File: src/rtl/core/rte_pkg.sv
// ----------------------------------------------------------------------------
// rte_pkg
// Types, constants and helper functions shared by the rotation matrix to
// Euler angle converter.
// ----------------------------------------------------------------------------
package rte_pkg;

  localparam int DATA_WIDTH    = 16;
  localparam int CORDIC_STAGES = 16;
  localparam int NSTG  = (CORDIC_STAGES > 32) ? 32 : CORDIC_STAGES;
  localparam int IW    = (NSTG > 1) ? $clog2(NSTG) : 1;
  localparam int W     = 36;
  localparam int ZW    = 34;
  localparam int AW    = 16;
  localparam int CW    = 31;
  localparam int LOW   = 17;
  localparam int PW    = W + CW + 2;

  localparam logic signed [ZW-1:0] HALF_PI   = ZW'(64'sd1073741824);
  localparam logic        [CW-1:0] INV_GAIN  = CW'(652032874);

  typedef struct packed {
    logic signed [DATA_WIDTH-1:0] n_x;
    logic signed [DATA_WIDTH-1:0] n_y;
    logic signed [DATA_WIDTH-1:0] n_z;
    logic signed [DATA_WIDTH-1:0] o_x;
    logic signed [DATA_WIDTH-1:0] o_y;
    logic signed [DATA_WIDTH-1:0] a_x;
    logic signed [DATA_WIDTH-1:0] a_y;
  } in_word_t;

  typedef struct packed {
    logic signed [AW-1:0] yaw;
    logic signed [AW-1:0] pitch;
    logic signed [AW-1:0] roll;
  } out_word_t;

  // One CORDIC lane: vector, angle, two companion pairs and a passenger value.
  typedef struct packed {
    logic                 en;
    logic signed [W-1:0]  x;
    logic signed [W-1:0]  y;
    logic signed [ZW-1:0] z;
    logic signed [W-1:0]  p0;
    logic signed [W-1:0]  q0;
    logic signed [W-1:0]  p1;
    logic signed [W-1:0]  q1;
    logic signed [W-1:0]  side;
  } cord_t;

  function automatic logic signed [W-1:0] take(input logic signed [DATA_WIDTH-1:0] v);
    logic signed [W-1:0] e;
    e = {{(W-DATA_WIDTH){v[DATA_WIDTH-1]}}, v};
    return e <<< (32 - DATA_WIDTH);
  endfunction

  function automatic logic signed [ZW-1:0] atan_val(input logic [4:0] i);
    logic signed [ZW-1:0] r;
    case (i)
      5'd0:  r = ZW'(536870912);
      5'd1:  r = ZW'(316933406);
      5'd2:  r = ZW'(167458907);
      5'd3:  r = ZW'(85004756);
      5'd4:  r = ZW'(42667331);
      5'd5:  r = ZW'(21354465);
      5'd6:  r = ZW'(10679838);
      5'd7:  r = ZW'(5340245);
      5'd8:  r = ZW'(2670163);
      5'd9:  r = ZW'(1335087);
      5'd10: r = ZW'(667544);
      5'd11: r = ZW'(333772);
      5'd12: r = ZW'(166886);
      5'd13: r = ZW'(83443);
      5'd14: r = ZW'(41722);
      5'd15: r = ZW'(20861);
      5'd16: r = ZW'(10430);
      5'd17: r = ZW'(5215);
      5'd18: r = ZW'(2608);
      5'd19: r = ZW'(1304);
      5'd20: r = ZW'(652);
      5'd21: r = ZW'(326);
      5'd22: r = ZW'(163);
      5'd23: r = ZW'(81);
      5'd24: r = ZW'(41);
      5'd25: r = ZW'(20);
      5'd26: r = ZW'(10);
      5'd27: r = ZW'(5);
      5'd28: r = ZW'(3);
      5'd29: r = ZW'(1);
      5'd30: r = ZW'(1);
      default: r = '0;
    endcase
    return r;
  endfunction

  // Quadrant pre-rotation: a vector in the left half-plane is turned by a
  // quarter turn, and the companion pairs follow it.
  function automatic cord_t pre_rot(input cord_t c);
    cord_t r;
    r = c;
    if (c.en && c.x < 0) begin
      if (c.y >= 0) begin
        r.x  = c.y;   r.y  = -c.x;  r.z = HALF_PI;
        r.p0 = c.q0;  r.q0 = -c.p0;
        r.p1 = c.q1;  r.q1 = -c.p1;
      end else begin
        r.x  = -c.y;  r.y  = c.x;   r.z = -HALF_PI;
        r.p0 = -c.q0; r.q0 = c.p0;
        r.p1 = -c.q1; r.q1 = c.p1;
      end
    end
    return r;
  endfunction

  // Round the angle accumulator to a 16-bit binary angle.
  function automatic logic signed [AW-1:0] to_angle(input logic signed [ZW-1:0] z);
    logic signed [ZW:0] t;
    t = {z[ZW-1], z} + (ZW+1)'(32768);
    return t[31:16];
  endfunction

endpackage

File: src/rtl/core/rte_gain.sv
// ----------------------------------------------------------------------------
// rte_gain
// Removes the CORDIC gain from the horizontal magnitude with two partial
// products over two register stages; the other lane values ride along.
// ----------------------------------------------------------------------------
module rte_gain (
  input  logic           clk,
  input  logic           adv,
  input  rte_pkg::cord_t c_in,
  output rte_pkg::cord_t c_out
);

  logic signed [rte_pkg::W-rte_pkg::LOW-1:0]     hi;
  logic        [rte_pkg::LOW-1:0]                lo;
  logic signed [rte_pkg::W+rte_pkg::CW:0]        ph_r, ph_nxt;
  logic signed [rte_pkg::LOW+rte_pkg::CW+1:0]    pl_r, pl_nxt;
  logic signed [rte_pkg::PW-1:0]                 sum;
  rte_pkg::cord_t a_r, b_r, b_nxt;

  assign hi     = c_in.x[rte_pkg::W-1:rte_pkg::LOW];
  assign lo     = c_in.x[rte_pkg::LOW-1:0];
  assign ph_nxt = hi * $signed({1'b0, rte_pkg::INV_GAIN});
  assign pl_nxt = $signed({1'b0, lo}) * $signed({1'b0, rte_pkg::INV_GAIN});

  always_comb begin
    sum   = (rte_pkg::PW'(ph_r) <<< rte_pkg::LOW) + rte_pkg::PW'(pl_r)
          + rte_pkg::PW'(64'sd536870912);
    b_nxt = a_r;
    b_nxt.x = sum[rte_pkg::W+29:30];
  end

  always_ff @(posedge clk) begin
    if (adv) begin
      ph_r <= ph_nxt;
      pl_r <= pl_nxt;
      a_r  <= c_in;
      b_r  <= b_nxt;
    end
  end

  assign c_out = b_r;

endmodule

File: config.mk
export PLATFORM = sky130hd
export DESIGN_NAME = rte_gain
export DESIGN_NICKNAME = d
export VERILOG_FILES = /design/src/rtl/core/rte_pkg.sv /design/src/rtl/core/rte_gain.sv
export SDC_FILE = /design/constraint.sdc
export NUM_CORES = 2
export LEC_CHECK = 0
export BUFFER_PORTS_ARGS = -buffer_cell sky130_fd_sc_hd__buf_2
export CORE_MARGIN = 4
export CORE_UTILIZATION = 30
export CTS_CLUSTER_DIAMETER = 200
export DETAILED_ROUTE_END_ITERATION = 8
export GPL_TIMING_DRIVEN = 0
export PLACE_DENSITY = 0.54
export SYNTH_ARGS = -nofsm -noshare
export SYNTH_HDL_FRONTEND = slang
export SYNTH_SLANG_ARGS = --single-unit
File: constraint.sdc
create_clock -name clk -period 9.2 [get_ports clk]
set_input_delay 1.84 -clock clk [delete_from_list [all_inputs] [get_ports clk]]
set_output_delay 1.84 -clock clk [all_outputs]
set_load 0.05 [all_outputs]
==> metrics <==
Synth-to-Final Area Change 19.7%; Synthesis Warnings 0; count of input and output buffers 575; register area share after synthesis 0.479; Crit Path Class primary input to flip-flop; post-synthesis instance total approximately 2,700; Clock Sinks approximately 620; Setup Skew 0.0401 ns; Synth Area in Compound Gates 0.0532; clk buf depth 3; clock slew at reported path FFs 0.06 ns; setup ws final roughly 1.1 ns; Initial DRT Pass Iterations 7; antenna-violating nets left 0; layout net count between 4,000 and 5,000; critical path endpoint category flip-flop; Adder-Cell Fraction of Synth Area 0.356; Worst Hold Path Cells 0; RSZ-0062 raised after global routing no; Die H 367 µm; total setup buffers inserted after CTS 0; final core utilization 0.362; initial antenna violation count 33; ys async rst share 0; Slew @ Worst Pin 0.996 ns; first-pass GRT wire length between 150,000 and 200,000 µm; IO Pins 576; die width roughly 370 µm; core area 128,000 µm²; worst path required time 9.58 ns; DRC 0; # rows between 100 and 150; vias approximately 22,000; Slew headroom 0.318; total grt overflow 0; Setup WS pre-CTS 0.453 ns; H-tree lvl count 3; 1st-iter DRT viols 1,341; number of max-cap violations 0; gpl congestion 0.901; Synth Register Bits 615; final worst path period need 8.05 ns; final setup fails 0; syn_area_per_cell 14.3 µm²; total CTS buffers 71; ys flop type edfxtp_1; main combinational cell family by area after synthesis adder cells; fin crit share 0.876; vias in the first global route 23,200; Hold Fails Final Rpt 0; syn nets 3,840; max-slew violations 0; area of the die 134,000 µm²; post-synthesis mux area share 0; fraction of layout cells with a size suffix above 1 0.210; Hold Buf Count CTS 0; detailed-route wire length 102,000 µm; Worst EP arrival 8.43 ns; Hold Crit Class flip-flop to flip-flop; starting density of the core 0.302; largest net degree at the start of global routing approximately 130; Post-Syn Area 38,600 µm²; status complete, no violations; simple-gate share of the synthesized area 0.0262; reg2reg path depth 11; Netlist cell types 64; clk_lat worst skew 0.64 ns; post-DR wirelength/cell 20.0 µm; Critical Path Fanout Max 8; root buf cell clkbuf_16; post-detail-place hpwl around 85,000 µm; routed vias/inst 4.40; post_cts resized 0; EDFF count, synth between 600 and 700; clock tree from TritonCTS done; xor and xnor area share after synthesis 0.0238; total track usage 0.152; Fmax 0.124 GHz; CP Launch Type primary input
## per-stage QoR
step | TNS [ns] | area, µm² | cells | hold WS (ns)
2_1_floorplan | 0 | 38600 | 2704 | 0.400
3_3_place_gp | -1989.03 | 43500 | 4941 | 0.400
3_5_place_dp | 0 | 43700 | 4946 | 0.405
4_1_cts | 0 | 46200 | 5074 | 0.396
5_1_grt | 0 | 46200 | 5076 | 0.410
6_report | 0 | 46200 | 5081 | 0.402
## final timing paths
path                            from              endpoint  slack [ns]
hold / removal     a_r[99]$_DFFE_PP_   c_out[99]$_DFFE_PP_        0.40
setup / recovery           c_in[275]    ph_r[48]$_DFFE_PP_        1.15
setup reg to reg  ph_r[13]$_DFFE_PP_  c_out[285]$_DFFE_PP_        5.67
hold reg to reg    a_r[99]$_DFFE_PP_   c_out[99]$_DFFE_PP_        0.40
## cell families after synthesis
kind of cell / count (synthesis)
simple gates: 205
xor+xnor: 105
compound gates: 295
flops: 615
fa+ha+maj: 847
buf+inv: 637
## registers in the layout (all words and copies together), names as in the netlist
| signal | cells |
|---|---|
| c_out | 287 |
| a_r | 251 |
| ph_r | 48 |
| pl_r | 29 |
## critical path, cell delays in order
cell	delay (ns)
buf_2	0.27
inv_1	0.17
ha_1	0.40
inv_1	0.13
fa_1	0.50
inv_1	0.06
fa_1	0.61
inv_1	0.07
fa_1	0.51
inv_1	0.06
fa_1	0.53
inv_1	0.05
fa_1	0.47
ha_1	0.30
ha_1	0.28
clkbuf_1	0.20
a21o_1	0.22
a21o_1	0.18
a21oi_1	0.20
o21ai_0	0.11
a31oi_1	0.46
o21ai_1	0.28
a221o_1	0.39
xnor2_1	0.13
## cell type report
cell class              instances  area (µm²)
diodes                          7        17.5
plain buffers                  23        87.6
clock buffers                  80        1810
clock inverters                48         673
fillers                     12400       81500
inverters                     614        2300
multi-input cells            1452       17700
flip-flops and latches        615       18500
well taps                    1662        2080
repair buffers                580        3030
## cells in the final DEF (no fill, tap or decap), drive strengths merged, types with 4 or more instances in the layout
master    netlist  final
inv           614    617
edfxtp        615    615
buf             1    581
ha            430    430
fa            417    417
clkbuf         22    102
a21oi          90     90
a21o           67     67
xnor2          59     59
nand2          54     54
xor2           46     46
nor2           45     45
o21ai          36     36
nand3          30     30
clkinv          0     29
nand4          19     19
o21bai         13     13
and3           12     12
a31oi          12     12
bufinv          0     11
nor3           10     10
o21a            9      9
a211oi          8      8
diode           0      7
o211ai          7      7
o31ai           7      7
nor2b           6      6
or2             5      5
and4            5      5
a221o           5      5
and2            5      5
a31o            5      5
clkinvlp        0      5
a21boi          5      5
a41oi           5      5
or4             4      4
or3             4      4
a2111oi         4      4
## layer usage
layer | global-route usage | part of all wire | routed length [µm]
met1 | 0.194 | 0.42 | 42500
met2 | 0.264 | 0.50 | 51000
met3 | 0.0342 | 0.063 | 6430
met4 | 0.0326 | 0.017 | 1700
met5 | 0 | 0.00073 | 74
## cells in the mapped netlist, types with 3 or more instances
| master | n | area share |
|---|---|---|
| a211o_1 | 3 | 0.00068 |
| a211oi_1 | 7 | 0.0014 |
| a21boi_0 | 4 | 0.00078 |
| a21o_1 | 67 | 0.013 |
| a21oi_1 | 88 | 0.011 |
| a221o_1 | 5 | 0.0013 |
| a31o_2 | 5 | 0.0011 |
| a31oi_1 | 11 | 0.0018 |
| a41oi_1 | 3 | 0.00068 |
| and2_1 | 5 | 0.00081 |
| and3_1 | 12 | 0.0019 |
| and4_1 | 5 | 0.0011 |
| clkbuf_1 | 22 | 0.0021 |
| edfxtp_1 | 615 | 0.48 |
| fa_1 | 417 | 0.22 |
| ha_1 | 430 | 0.14 |
| inv_1 | 614 | 0.060 |
| nand2_1 | 54 | 0.0053 |
| nand2b_1 | 3 | 0.00049 |
| nand3_1 | 30 | 0.0039 |
| nand4_1 | 19 | 0.0031 |
| nor2_1 | 45 | 0.0044 |
| nor2b_1 | 6 | 0.00097 |
| nor3_1 | 10 | 0.0013 |
| o211ai_1 | 7 | 0.0014 |
| o21a_1 | 9 | 0.0018 |
| o21ai_0 | 24 | 0.0031 |
| o21ai_1 | 10 | 0.0013 |
| o21bai_1 | 12 | 0.0023 |
| o31ai_1 | 7 | 0.0014 |
| or2_2 | 5 | 0.00081 |
| or3_1 | 4 | 0.00065 |
| or4_1 | 4 | 0.00078 |
| xnor2_1 | 59 | 0.013 |
| xor2_1 | 46 | 0.010 |
Power is not shown: default switching activity piles up to over one toggle a cycle in this logic, so the estimate is an artifact.
