## src/rtl/core/rte_pkg.sv

```systemverilog
// ----------------------------------------------------------------------------
// rte_pkg
// Types, constants and helper functions shared by the rotation matrix to
// Euler angle converter.
// ----------------------------------------------------------------------------
package rte_pkg;

  localparam int DATA_WIDTH    = 16;
  localparam int CORDIC_STAGES = 16;
  localparam int NSTG  = (CORDIC_STAGES > 32) ? 32 : CORDIC_STAGES;
  localparam int IW    = (NSTG > 1) ? $clog2(NSTG) : 1;
  localparam int W     = 36;
  localparam int ZW    = 34;
  localparam int AW    = 16;
  localparam int CW    = 31;
  localparam int LOW   = 17;
  localparam int PW    = W + CW + 2;

  localparam logic signed [ZW-1:0] HALF_PI   = ZW'(64'sd1073741824);
  localparam logic        [CW-1:0] INV_GAIN  = CW'(652032874);

  typedef struct packed {
    logic signed [DATA_WIDTH-1:0] n_x;
    logic signed [DATA_WIDTH-1:0] n_y;
    logic signed [DATA_WIDTH-1:0] n_z;
    logic signed [DATA_WIDTH-1:0] o_x;
    logic signed [DATA_WIDTH-1:0] o_y;
    logic signed [DATA_WIDTH-1:0] a_x;
    logic signed [DATA_WIDTH-1:0] a_y;
  } in_word_t;

  typedef struct packed {
    logic signed [AW-1:0] yaw;
    logic signed [AW-1:0] pitch;
    logic signed [AW-1:0] roll;
  } out_word_t;

  // One CORDIC lane: vector, angle, two companion pairs and a passenger value.
  typedef struct packed {
    logic                 en;
    logic signed [W-1:0]  x;
    logic signed [W-1:0]  y;
    logic signed [ZW-1:0] z;
    logic signed [W-1:0]  p0;
    logic signed [W-1:0]  q0;
    logic signed [W-1:0]  p1;
    logic signed [W-1:0]  q1;
    logic signed [W-1:0]  side;
  } cord_t;

  function automatic logic signed [W-1:0] take(input logic signed [DATA_WIDTH-1:0] v);
    logic signed [W-1:0] e;
    e = {{(W-DATA_WIDTH){v[DATA_WIDTH-1]}}, v};
    return e <<< (32 - DATA_WIDTH);
  endfunction

  function automatic logic signed [ZW-1:0] atan_val(input logic [4:0] i);
    logic signed [ZW-1:0] r;
    case (i)
      5'd0:  r = ZW'(536870912);
      5'd1:  r = ZW'(316933406);
      5'd2:  r = ZW'(167458907);
      5'd3:  r = ZW'(85004756);
      5'd4:  r = ZW'(42667331);
      5'd5:  r = ZW'(21354465);
      5'd6:  r = ZW'(10679838);
      5'd7:  r = ZW'(5340245);
      5'd8:  r = ZW'(2670163);
      5'd9:  r = ZW'(1335087);
      5'd10: r = ZW'(667544);
      5'd11: r = ZW'(333772);
      5'd12: r = ZW'(166886);
      5'd13: r = ZW'(83443);
      5'd14: r = ZW'(41722);
      5'd15: r = ZW'(20861);
      5'd16: r = ZW'(10430);
      5'd17: r = ZW'(5215);
      5'd18: r = ZW'(2608);
      5'd19: r = ZW'(1304);
      5'd20: r = ZW'(652);
      5'd21: r = ZW'(326);
      5'd22: r = ZW'(163);
      5'd23: r = ZW'(81);
      5'd24: r = ZW'(41);
      5'd25: r = ZW'(20);
      5'd26: r = ZW'(10);
      5'd27: r = ZW'(5);
      5'd28: r = ZW'(3);
      5'd29: r = ZW'(1);
      5'd30: r = ZW'(1);
      default: r = '0;
    endcase
    return r;
  endfunction

  // Quadrant pre-rotation: a vector in the left half-plane is turned by a
  // quarter turn, and the companion pairs follow it.
  function automatic cord_t pre_rot(input cord_t c);
    cord_t r;
    r = c;
    if (c.en && c.x < 0) begin
      if (c.y >= 0) begin
        r.x  = c.y;   r.y  = -c.x;  r.z = HALF_PI;
        r.p0 = c.q0;  r.q0 = -c.p0;
        r.p1 = c.q1;  r.q1 = -c.p1;
      end else begin
        r.x  = -c.y;  r.y  = c.x;   r.z = -HALF_PI;
        r.p0 = -c.q0; r.q0 = c.p0;
        r.p1 = -c.q1; r.q1 = c.p1;
      end
    end
    return r;
  endfunction

  // Round the angle accumulator to a 16-bit binary angle.
  function automatic logic signed [AW-1:0] to_angle(input logic signed [ZW-1:0] z);
    logic signed [ZW:0] t;
    t = {z[ZW-1], z} + (ZW+1)'(32768);
    return t[31:16];
  endfunction

endpackage

```

## src/rtl/core/rte_cell.sv

```systemverilog
// ----------------------------------------------------------------------------
// rte_cell
// One vectoring CORDIC micro-rotation with its own output register. The
// companion pairs are turned with the same direction bit.
// ----------------------------------------------------------------------------
module rte_cell (
  input  logic                 clk,
  input  logic                 adv,
  input  logic [rte_pkg::IW-1:0] idx,
  input  rte_pkg::cord_t       c_in,
  output rte_pkg::cord_t       c_out
);

  rte_pkg::cord_t c_r, c_nxt;
  logic signed [rte_pkg::ZW-1:0] da;
  logic up;

  always_comb begin
    c_nxt = c_in;
    up    = (c_in.y >= 0);
    da    = rte_pkg::atan_val(5'(idx));
    if (c_in.en) begin
      if (up) begin
        c_nxt.x  = c_in.x  + (c_in.y  >>> idx);
        c_nxt.y  = c_in.y  - (c_in.x  >>> idx);
        c_nxt.z  = c_in.z  + da;
        c_nxt.p0 = c_in.p0 + (c_in.q0 >>> idx);
        c_nxt.q0 = c_in.q0 - (c_in.p0 >>> idx);
        c_nxt.p1 = c_in.p1 + (c_in.q1 >>> idx);
        c_nxt.q1 = c_in.q1 - (c_in.p1 >>> idx);
      end else begin
        c_nxt.x  = c_in.x  - (c_in.y  >>> idx);
        c_nxt.y  = c_in.y  + (c_in.x  >>> idx);
        c_nxt.z  = c_in.z  - da;
        c_nxt.p0 = c_in.p0 - (c_in.q0 >>> idx);
        c_nxt.q0 = c_in.q0 + (c_in.p0 >>> idx);
        c_nxt.p1 = c_in.p1 - (c_in.q1 >>> idx);
        c_nxt.q1 = c_in.q1 + (c_in.p1 >>> idx);
      end
    end
  end

  always_ff @(posedge clk) begin
    if (adv) begin
      c_r <= c_nxt;
    end
  end

  assign c_out = c_r;

endmodule

```

## config.mk

```make
export PLATFORM = sky130hd
export DESIGN_NAME = rte_cell
export DESIGN_NICKNAME = d
export VERILOG_FILES = /design/src/rtl/core/rte_pkg.sv /design/src/rtl/core/rte_cell.sv
export SDC_FILE = /design/constraint.sdc
export NUM_CORES = 2
export LEC_CHECK = 0
export BUFFER_PORTS_ARGS = -buffer_cell sky130_fd_sc_hd__buf_4
export CAP_MARGIN = 20
export CORE_UTILIZATION = 40
export CTS_BUF_LIST = sky130_fd_sc_hd__clkbuf_8 sky130_fd_sc_hd__clkbuf_16
export DETAILED_ROUTE_END_ITERATION = 7
export GPL_TIMING_DRIVEN = 0
export PLACE_DENSITY = 0.62
export RECOVER_POWER = 25
export SLEW_MARGIN = 15
export SYNTH_ARGS = -nofsm -noshare
export SYNTH_HDL_FRONTEND = slang
export SYNTH_SLANG_ARGS = --single-unit
```

## constraint.sdc

```tcl
create_clock -name clk -period 14.4 [get_ports clk]
set_input_delay 1.44 -clock clk [delete_from_list [all_inputs] [get_ports clk]]
set_output_delay 1.44 -clock clk [all_outputs]
set_load 0.02 [all_outputs]
```

==> flow_metrics.env <==
export IMPL_cts_tree="done"
export IMPL_synth_seq_area_share=0.2121
export IMPL_cts_buffers=36
export IMPL_hold_violations=0
export IMPL_violations="max-capacitance violations, max-slew violations"
export IMPL_syn_inst=4460
export IMPL_postCtsHoldBufs=0
export IMPL_hp_class="in2reg"
export IMPL_synth_top_area_frac=0.2121
export IMPL_finalCriticalPeriod_ps=12630
export IMPL_critPathCaptureType="flip-flop"
export IMPL_finalNetCount=5663
export IMPL_root_buffer="clkbuf_16"
export IMPL_final_cells=6497
export IMPL_cts_sinks=287
export IMPL_grt_pass1_vias=40680
export IMPL_via_count=43710
export IMPL_setup_violations=0
export IMPL_slew_headroom=-2.581
export IMPL_cpMaxStageDelayCell="clkbuf_1"
export IMPL_slowest_delay_ps=940
export IMPL_status="finished with violations"
export IMPL_worstMarginPinSlew_ps=5372
export IMPL_firstDrtPassIters=6
export IMPL_largest_reg_flops=287
export IMPL_via_per_inst=6.728
export IMPL_cts_max_path_buffers=3
export IMPL_drt_iter0_drc=6060
export IMPL_ys_types=100
export IMPL_grt_max_degree=104
export IMPL_dp_cells=6418
export IMPL_dp_hpwl_mm=186.2
export IMPL_ys_warn_count=0
export IMPL_stdcell_area_mm2=0.04835
export IMPL_cts_setup_buffers=0
export IMPL_timing_critical_path_mode_cell="clkbuf_1"
export IMPL_fmax_mhz=79.17
export IMPL_area_growth_pct=18.99
export IMPL_crit_path_end="c_out[213]$_DFFE_PP_"
export IMPL_dieArea_mm2=0.1029
export IMPL_critPathKind="in2reg"
export IMPL_cp_max_fo=13
export IMPL_synth_edf_count=287
export IMPL_power_frac_clock=0.176
export IMPL_async_reset_ff_frac=0
export IMPL_fillers=9760
export IMPL_grt_first_pass_wirelength_mm=323.7
export IMPL_start_util=0.4046
export IMPL_antenna_found_initial=28
export IMPL_ios=580
export IMPL_internal_power_uw=2858
export IMPL_maxSlewViolCount=292
export IMPL_grt_setup_unrepaired="false"
export IMPL_power_leakage_uw=0.01966
export IMPL_ys_flop_type="edfxtp_1"
export IMPL_synthesis_nets=5020
export IMPL_comb_power_share=0.594
export IMPL_p_total_uw=5116
export IMPL_core_area_mm2=0.1004
export IMPL_cap_violations=3
export IMPL_wire_per_inst_um=37.03
export IMPL_grt_ovfl_total=0
export IMPL_syn_area_mm2=0.04063
export IMPL_grt_usage=0.4516
export IMPL_yosys_area_top_type="edfxtp_1"
export IMPL_crit_path_start="idx[0]"
export IMPL_syn_area_per_cell_um2=9.110
export IMPL_p_switching_uw=2258
export IMPL_p_seq_frac=0.230
export IMPL_clkSlewWorstSetupHoldPaths_ps=60
export IMPL_min_period_over_period=0.8772
export IMPL_globalplace_congestion=1.105
export IMPL_die_w_um=320.7
export IMPL_swShare=0.4413
export IMPL_h_tree_depth=2
export IMPL_worstPathRequired_ps=14830
export IMPL_p_per_area_mw_per_mm2=105.8
export IMPL_routed_wl_mm=240.6
export IMPL_start_kind="input pin"
export IMPL_ir_worst_vdd_mv=0.1084
export IMPL_fp_dieH_um=320.7
export IMPL_drc=0
export IMPL_arrival_ps=13060
export IMPL_cts_resized=0
export IMPL_row_count=116
export IMPL_ys_ff_latch=287
export IMPL_detailed_place_area_mm2=0.04719
export IMPL_place_port_buffers=577
export IMPL_ant_nets=0
export IMPL_synthTopCellsByArea="edfxtp_1, mux4_2, ha_1, mux2_2, xnor2_1"
export IMPL_layout_drive_gt1_share=0.2507
[worst max-delay path: cells and delay by family]
kind	cells	cell delay, ps
and+or+nand+nor	5	1580
AOI/OAI and AO/OA	12	2640
xor gates and xnor gates	1	240
adders and majority gates	2	610
buffers and inverters	14	6470
[cells in the final DEF (no fill, tap or decap), drive strengths merged, types with 60 or more instances in the layout]
master / synthesis / layout
mux4: 197 / 197
nor2: 275 / 275
mux2i: 180 / 180
a21o: 141 / 141
a31oi: 60 / 60
mux2: 289 / 289
inv: 88 / 100
xor2: 141 / 141
nand2: 454 / 454
ha: 260 / 260
buf: 124 / 689
nor3: 73 / 73
nand2b: 60 / 60
clkbuf: 131 / 207
xnor2: 279 / 279
edfxtp: 287 / 287
nand3: 93 / 93
a21oi: 349 / 349
o21ai: 268 / 268
[cell type report]
| class | count | area [um2] | area share |
|---|---|---|---|
| clock buffer | 36 | 900.9 | 0.01863 |
| buffer | 255 | 1294 | 0.02676 |
| inverter | 88 | 330.3 | 0.006832 |
| antenna | 11 | 27.53 | 0.0005693 |
| timing repair buffer | 605 | 4771 | 0.09868 |
| multi-input combinational | 3830 | 30470 | 0.6302 |
| clock inverter | 28 | 241.5 | 0.004995 |
| tap | 1357 | 1698 | 0.03512 |
| sequential | 287 | 8618 | 0.1783 |
[worst min path at each step]
stage | startpoint | to | slack, ps | cells past startpoint
floorplan | c_in[0] | c_out[0]$_DFFE_PP_ | 1540 | 0
global placement | c_in[29] | c_out[29]$_DFFE_PP_ | 1620 | 1
detailed placement | c_in[20] | c_out[20]$_DFFE_PP_ | 1620 | 1
CTS | c_in[3] | c_out[3]$_DFFE_PP_ | 980 | 1
global route | c_in[5] | c_out[5]$_DFFE_PP_ | 1010 | 1
finish | c_in[18] | c_out[18]$_DFFE_PP_ | 1030 | 1
[power groups by stage]
stage                     clock network (uW)  registers (uW)  logic (uW)
after floorplan                            0            1370        1710
after detailed placement                   0            1180        2930
final                                    903            1170        3040
after global placement                     0            1190        2920
after CTS                                925            1170        2950
after global routing                     951            1190        3200
[Yosys cell counts, types with 37 or more instances]
cell,number
o211ai_1,37
nand3_1,93
clkbuf_1,131
a31oi_1,60
o31ai_1,49
nor3_1,71
xnor2_1,279
buf_2,40
mux4_2,197
buf_1,41
o21a_1,38
nand2_1,454
mux2_1,49
a21o_1,141
a21oi_1,349
o21ai_0,230
xor2_1,141
ha_1,260
mux2_2,240
inv_1,85
mux2i_1,180
nor2b_1,43
nand2b_1,59
o21ai_1,38
edfxtp_1,287
nor2_1,275
[cell families (layout without fill, tap and decap cells)]
| family | Yosys count | count (layout) | synth area share |
|---|---|---|---|
| buf+inv | 343 | 1012 | 0.03828 |
| simple gates | 1220 | 1220 | 0.1420 |
| xor+xnor | 420 | 420 | 0.09053 |
| fa+ha+maj | 267 | 267 | 0.08351 |
| flops | 287 | 287 | 0.2121 |
| other cells | 0 | 11 | 0 |
| mux | 666 | 666 | 0.2336 |
| compound gates | 1257 | 1257 | 0.2000 |
[per-layer routing]
metal	track usage	vias up	wire, um
li1	-	18380	-
met1	0.5520	21250	91100
met2	0.6585	3289	100400
met3	0.1714	784	30600
met4	0.2978	14	18320
met5	0.005674	-	149
[stage by stage]
step / hold WS [ps] / setup WS [ps] / setup TNS [ps] / util
CTS: 975.2 / 1877 / 0 / 0.4812
finish: 1032 / 1768 / 0 / 0.4814
floorplan: 1539 / 5748 / 0 / -
detailed placement: 1619 / 1261 / 0 / 0.4698
global placement: 1618 / -257.6 / -355.3 / 0.4646
global route: 1014 / 1821 / 0 / 0.4812
Note: power is estimated with default switching activity, not from simulation.
